[config.mk]
export PLATFORM = sky130hd
export DESIGN_NAME = surs_cell
export DESIGN_NICKNAME = d
export VERILOG_FILES = /design/src/sv/surs_pkg.sv /design/src/sv/surs_cell.sv
export SDC_FILE = /design/constraint.sdc
export NUM_CORES = 1
export LEC_CHECK = 0
export ABC_CLOCK_PERIOD_IN_PS = 2720
export BUFFER_PORTS_ARGS = -buffer_cell sky130_fd_sc_hd__buf_4
export CAP_MARGIN = 20
export CELL_PAD_IN_SITES_DETAIL_PLACEMENT = 0
export CELL_PAD_IN_SITES_GLOBAL_PLACEMENT = 1
export CORE_ASPECT_RATIO = 1.5
export CORE_MARGIN = 1.5
export CORE_UTILIZATION = 34
export DETAILED_ROUTE_END_ITERATION = 7
export GPL_ROUTABILITY_DRIVEN = 0
export PLACE_DENSITY = 0.86
export SLEW_MARGIN = 10
export SYNTH_ARGS = -nofsm -noshare
export SYNTH_HDL_FRONTEND = slang
export SYNTH_SLANG_ARGS = --single-unit
[constraint.sdc]
create_clock -name clk -period 2.72 [get_ports clk]
set_input_delay 0.136 -clock clk [delete_from_list [all_inputs] [get_ports clk]]
set_output_delay 0.136 -clock clk [all_outputs]
set_load 0.02 [all_outputs]
[src/sv/surs_pkg.sv]
// Shared types and constants for the sorted unique resolution set.
// Used by the cell and the top level; depends on nothing.
package surs_pkg;

	localparam int DEF_TABLE_DEPTH = 64;
	localparam int DIM_W           = 16;
	localparam int POS_W           = 6;
	localparam int CNT_OUT_W       = 7;
	localparam int STATUS_W        = 3;

	localparam logic [DIM_W-1:0] RST_MIN_WIDTH  = 16'h0280;
	localparam logic [DIM_W-1:0] RST_MIN_HEIGHT = 16'h01e0;

	localparam logic MODE_INSERT = 1'b0;
	localparam logic MODE_READ   = 1'b1;

	localparam logic CFG_MIN_WIDTH  = 1'b0;
	localparam logic CFG_MIN_HEIGHT = 1'b1;

	typedef enum logic [STATUS_W-1:0] {
		ST_ADDED = 3'd0,
		ST_DUP   = 3'd1,
		ST_SMALL = 3'd2,
		ST_QFAIL = 3'd3,
		ST_FULL  = 3'd4,
		ST_READ  = 3'd5,
		ST_RANGE = 3'd6
	} status_t;

	// request travelling along the cell chain
	typedef struct packed {
		logic             vld;
		logic             mode;
		logic             pend;   // still looking for its place or its index
		logic             carry;  // w/h hold a displaced entry
		logic [DIM_W-1:0] w;
		logic [DIM_W-1:0] h;
		logic [POS_W-1:0] ridx;
		status_t          status;
		logic [POS_W-1:0] pos;
		logic [DIM_W-1:0] ow;
		logic [DIM_W-1:0] oh;
	} pkt_t;

	typedef struct packed {
		status_t              status;
		logic [POS_W-1:0]     pos;
		logic [CNT_OUT_W-1:0] cnt;
		logic [DIM_W-1:0]     ow;
		logic [DIM_W-1:0]     oh;
	} res_t;

endpackage

[src/sv/surs_cell.sv]
// One cell of the sorted table: holds a single entry and a request register.
// Depends on surs_pkg.
module surs_cell
	import surs_pkg::*;
#(
	parameter int TABLE_DEPTH = DEF_TABLE_DEPTH,
	parameter int CELL_IDX    = 0
) (
	input  logic                               clk,
	input  logic                               arst_n,
	input  pkt_t                               pkt_in,
	input  logic [$clog2(TABLE_DEPTH+1)-1:0]   count,
	input  logic                               full,
	output pkt_t                               pkt_out
);

	localparam int CNT_W = $clog2(TABLE_DEPTH + 1);

	logic [DIM_W-1:0] ent_w_q;
	logic [DIM_W-1:0] ent_h_q;
	logic             vld_q;
	pkt_t             pkt_q;
	pkt_t             nxt;
	logic             we;
	logic             ent_v;
	logic             ent_less;
	logic             ent_eq;
	logic             idx_hit;

	assign ent_v    = count > CNT_W'(CELL_IDX);
	assign ent_less = {ent_w_q, ent_h_q} < {pkt_in.w, pkt_in.h};
	assign ent_eq   = {ent_w_q, ent_h_q} == {pkt_in.w, pkt_in.h};
	assign idx_hit  = 32'(pkt_in.ridx) == CELL_IDX;

	always_comb begin
		nxt = pkt_in;
		we  = 1'b0;
		if (pkt_in.vld && pkt_in.pend) begin
			if (pkt_in.mode == MODE_READ) begin
				if (idx_hit) begin
					nxt.pend = 1'b0;
					nxt.pos  = pkt_in.ridx;
					if (ent_v) begin
						nxt.status = ST_READ;
						nxt.ow     = ent_w_q;
						nxt.oh     = ent_h_q;
					end else begin
						nxt.status = ST_RANGE;
					end
				end
			end else if (ent_v && ent_less) begin
				nxt.pend = 1'b1;
			end else if (ent_v && ent_eq) begin
				nxt.pend   = 1'b0;
				nxt.status = ST_DUP;
				nxt.pos    = POS_W'(CELL_IDX);
			end else if (full) begin
				nxt.pend   = 1'b0;
				nxt.status = ST_FULL;
				nxt.pos    = '0;
			end else begin
				// insertion point: take the new pair, push the old entry on
				nxt.pend   = 1'b0;
				nxt.status = ST_ADDED;
				nxt.pos    = POS_W'(CELL_IDX);
				we         = 1'b1;
				nxt.carry  = ent_v;
				nxt.w      = ent_w_q;
				nxt.h      = ent_h_q;
			end
		end else if (pkt_in.vld && pkt_in.carry) begin
			we        = 1'b1;
			nxt.carry = ent_v;
			nxt.w     = ent_w_q;
			nxt.h     = ent_h_q;
		end
	end

	always_ff @(posedge clk) begin
		if (we) begin
			ent_w_q <= pkt_in.w;
			ent_h_q <= pkt_in.h;
		end
	end

	always_ff @(posedge clk or negedge arst_n) begin
		if (!arst_n) begin
			vld_q <= 1'b0;
		end else begin
			vld_q <= pkt_in.vld;
		end
	end

	always_ff @(posedge clk) begin
		pkt_q <= nxt;
	end

	always_comb begin
		pkt_out     = pkt_q;
		pkt_out.vld = vld_q;
	end

endmodule

# --- Word-level counts from Yosys, hierarchy flattened ---
# Cells that the tools add are included.
classes:
  muxes: 25
  order_cmp: 2
  reduce_logical: 5
  n_eq_ne: 1
op_table:
  columns: ["cell", "n"]
  rows:
  - ["33-bit two-way mux", 6]
  - ["41-bit two-way mux", 2]
  - ["32-bit two-way mux", 2]
  - ["9-bit two-way mux", 4]
  - ["32-bit == test", 1]
  - ["32-bit < comparator", 1]
  - ["1-bit two-way mux", 10]
  - ["7-bit by 1-bit greater-than comparator with 1-bit output (second input constant)", 1]
  - ["6-bit zero test", 1]
  - ["1-bit logical AND", 4]
  - ["2-bit two-way mux", 1]
word_totals:
  out_inout_bits: 83
  reg_bits: 115
  input_bits: 93

# --- Depth between registers and ports, before layout ---
logic_depth:
  depth_word: 6
  depth_mapped: 10
  mapped_depth_nobuf: 9

# --- Worst setup path after synthesis ---
# No wires, ideal clock.
synth_path:
  path_kind: "reg-to-reg"
  startpoint: "register ent_w_q[13]"
  endpoint: "register pkt_q (netlist bit pkt_out[70])"
  path_stages_with_launch: 10
  arrival_time_ps: 2683
  slack_ps: -84
  cell_sequence: "edfxtp_1 > ha_1 > nand4_1 > nor4_1 > and3_1 > o41a_1 > nor3_2 > o31ai_4 > buf_6 > mux2_2"
synth_lines:
  columns: ["item", "line", "text"]
  rows:
  - ["start, declared", "surs_cell.sv:19", "logic [DIM_W-1:0] ent_w_q;"]
  - ["start signal, assigned", "surs_cell.sv:81", "ent_w_q <= pkt_in.w;"]
  - ["end signal, assigned", "surs_cell.sv:95", "pkt_q <= nxt;"]
  - ["end, declared", "surs_cell.sv:22", "pkt_t pkt_q;"]

# --- Final worst setup path ---
layout_path:
  startpoint: "register ent_h_q[11]"
  endpoint: "register ent_w_q[2] (enable)"
layout_between:
  elab_chain_cells: 6
  word_cells_on_any_way: 8
  cone_classes: "1 x order compare; 1 x eq/ne; 4 x mux; 2 x reduce/logical"
layout_lines:
  columns: ["item", "line", "text"]
  rows:
  - ["start, declared", "surs_cell.sv:20", "logic [DIM_W-1:0] ent_h_q;"]
  - ["start signal, assigned", "surs_cell.sv:82", "ent_h_q <= pkt_in.h;"]
  - ["parallel branches: the longest is 3 deep, another holds 32-bit < comparator", null, null]
  - ["1-bit two-way mux *", "surs_cell.sv:51", "end else if (ent_v && ent_less) begin"]
  - ["1-bit two-way mux *", "surs_cell.sv:39", "if (pkt_in.mode == MODE_READ) begin"]
  - ["1-bit two-way mux *", "surs_cell.sv:38", "if (pkt_in.vld && pkt_in.pend) begin"]
# Mark *: on every way between the ends.
# A chain may end at the register's enable or synchronous reset.

==> qor.yml <==
ios: 176
power.density_nw_per_um2: 614
status: "finished, violations left"
seq_area_um2: 2630
avgRoutedWirePerCell_um: 16.2
drtPass1Iterations: 4
crit_family: "simple AND/OR/NAND/NOR gates"
path_common_cell: "buf_6"
overflow: 0
slew_viol_final: 0
numCtsBuffers: 17
grt_util_all_layers_pct: 19.0
cts.sinks: 115
grt_first_pass_wirelength_um: 20500
antenna_found_initial: 0
rows: 51
start_kind: "flop"
tns_ns: -1.47
critPathSlowestCell: "edfxtp_1"
yosys_warnings: 0
synthDistinctLibCells: 38
path_cells: "ha_4 -> nand4_1 -> nor4_2 -> a21boi_2 -> o41a_1 -> nor3_4 -> o31ai_4 -> buf_6 -> buf_8 -> buf_6 -> buf_16"
drc: 0
final_core_util_pct: 62.3
crit_type: "reg2reg"
fmax_ghz: 0.358
path_clk_slew_ns: 0.05
vdd_drop_max_mv: 0.402
multi_input_area_um2: 1820
fin_ws_ns: -0.0768
n_fill_cell: 974
syn_nets: 467
fp.dieArea_um2: 13900
timing.final.hold_violations: 0
cp_max_fo: 5
vias: 3859
rsz0062_at_grt: "true"
port-buffer-count: 175
leakage_nw: 3.69
hold_slack_ns: 0.0812
synthArstFlopShare_pct: 0.870
synth-seq-cells: 115
setup_viol: 43
synthCells: 342
cp.required_ns: 2.84
critPathMaxStageDelay_ns: 0.45
drive_gt1_share_pct: 48.8
syn_avg_cell_area_um2: 13.1
htreeDepth: 4
ant_nets: 0
fp.dieW_um: 96.7
antenna_cells: 0
areaGrowthSynthToFinish_pct: 79.3
cts_tree: "yes"
dp_cells: 702
hpwl_um: 8280
grt_max_degree: 20
cp_num_buf_inv: 4
finalNonFillerCells: 831
first_global_vias: 4241
arrival_ns: 2.92
clk_latency_ns: 0.41
netlist_area_um2: 4480
initial_core_util_pct: 34.7
min_path_type: "in2async"
core_um2: 12900
ys_seq_area_share_pct: 58.7
synth_edf_count: 32
slew_headroom_pct: 76.0
violations: "setup timing"
dr.first_iter.drc_count: 107
cp-end-kind: "flop"
post-route-min-period_ns: 2.80
finClkSkew_ns: 0.00759
clockRootBuffer: "clkbuf_16"
layout.nets: 784
vias_per_cell: 4.64
finalWirelength_um: 13400
cap_viol_max_count: 0
fin_crit_sh_pct: 103
die_h_um: 144
ys.flop_type: "dfxtp_1"
cts_buffer_depth: 2
tightest_slew_ns: 0.351
[per-layer routing]
layer,wire [um],share of wire (%),track usage (%)
met5,0,0,0
met4,315,2.3,9.31
met1,5150,38,19.7
met2,7410,55,35.4
met3,559,4.2,4.82
[final cells by class]
cell class,instances,area share [%]
clock inverters,5,0.343
repair buffers,305,32.8
inverters,36,1.68
well taps,159,2.48
multi-input cells,184,22.6
flip-flops and latches,115,32.7
clock buffers,27,7.33
[worst reg2reg max path, delay by kind of cell, from the launching register on]
kind / cells / cell delay [ns]
flip-flops: 1 / 0.45
AND/OR/NAND/NOR: 3 / 0.61
buffers and inverters: 4 / 0.55
AO/OA/AOI/OAI: 3 / 0.61
adder cells (fa/ha/maj): 1 / 0.30
[cells by family after synthesis]
group | share of synthesized area [%]
AOI/OAI and AO/OA | 5.95
adders and majority gates | 8.94
buffers and inverters | 4.19
DFF | 58.7
muxes | 16.1
and+or+nand+nor | 6.12
[cell usage in the layout (no fill, tap or decap), types with 7 or more instances in the layout]
master         instances
a21oi_1               12
inv_1                 36
dfxtp_1               82
ha_1                  30
clkbuf_16             21
mux2_4                22
edfxtp_1              32
nor2_1                 9
buf_4                209
mux2_2                42
nand2_1               12
nor2b_1                7
dlygate4sd3_1         84
[state kept, by name (all words and copies together), names as in the netlist]
signal / flops
ent_h_q: 16
vld_q: 1
pkt_out: 82
ent_w_q: 16
[final timing paths]
kind / from / end / slack, ns / cells past startpoint
worst min register to register: ent_h_q[0]$_DFFE_PP_ / pkt_out[0]$_DFF_P_ / 0.54 / 1
worst min-delay path: arst_n / vld_q$_DFF_PN0_ / 0.08 / 2
worst max register to register: ent_h_q[11]$_DFFE_PP_ / ent_w_q[2]$_DFFE_PP_ / -0.08 / 11
worst max-delay path: ent_h_q[11]$_DFFE_PP_ / ent_w_q[2]$_DFFE_PP_ / -0.08 / 11
max in group asynchronous: arst_n / vld_q$_DFF_PN0_ / 2.56 / 2
min in group clk: full / pkt_out[79]$_DFF_P_ / 0.09 / 4
[power by group]
part / total, W / leakage (nW) / internal (W) / switching [W]
Combinational: 0.000768 / 2.38 / 0.000432 / 0.000336
Clock: 0.00226 / 0.311 / 0.00148 / 0.000780
Sequential: 0.00190 / 0.999 / 0.00187 / 0.0000366
[timing repair]
| item | CTS | global route |
|---|---|---|
| buffers inserted | 6 | 4 |
| pin swaps | 7 | 7 |
| endpoints found under the setup margin | 67 | 70 |
| resized for setup | 26 | 21 |
| hold buffers | 84 | 0 |
| endpoints found under the hold margin | 116 | 0 |
| cloned | 5 | 0 |
[through the flow]
| stage | cell area [um^2] | power [W] | worst slack, ns |
|---|---|---|---|
| floorplan | 4490 | 0.00221 | 0.00130 |
| global placement | 6200 | 0.00251 | -0.178 |
| detailed placement | 6200 | 0.00253 | -0.262 |
| CTS | 7980 | 0.00496 | -0.130 |
| global route | 8030 | 0.00511 | -0.180 |
| finish | 8030 | 0.00493 | -0.0768 |
[cells in the mapped netlist (2+ instances only)]
library cell	n	area (um^2)
o21ai_0	3	15.0
a31oi_1	2	12.5
ha_1	32	400
o211ai_1	2	15.0
a21oi_1	14	70.1
nor2_1	9	33.8
a21boi_0	3	22.5
nand2_1	13	48.8
a22oi_1	2	15.0
and3_1	2	12.5
inv_1	36	135
buf_6	3	33.8
nand4_1	5	31.3
dfxtp_1	82	1640
clkbuf_1	3	11.3
edfxtp_1	32	961
mux2_2	64	721
nor4_1	5	31.3
nor2b_1	7	43.8
nand3_1	5	25.0
Note: power is estimated with default switching activity, not from simulation.
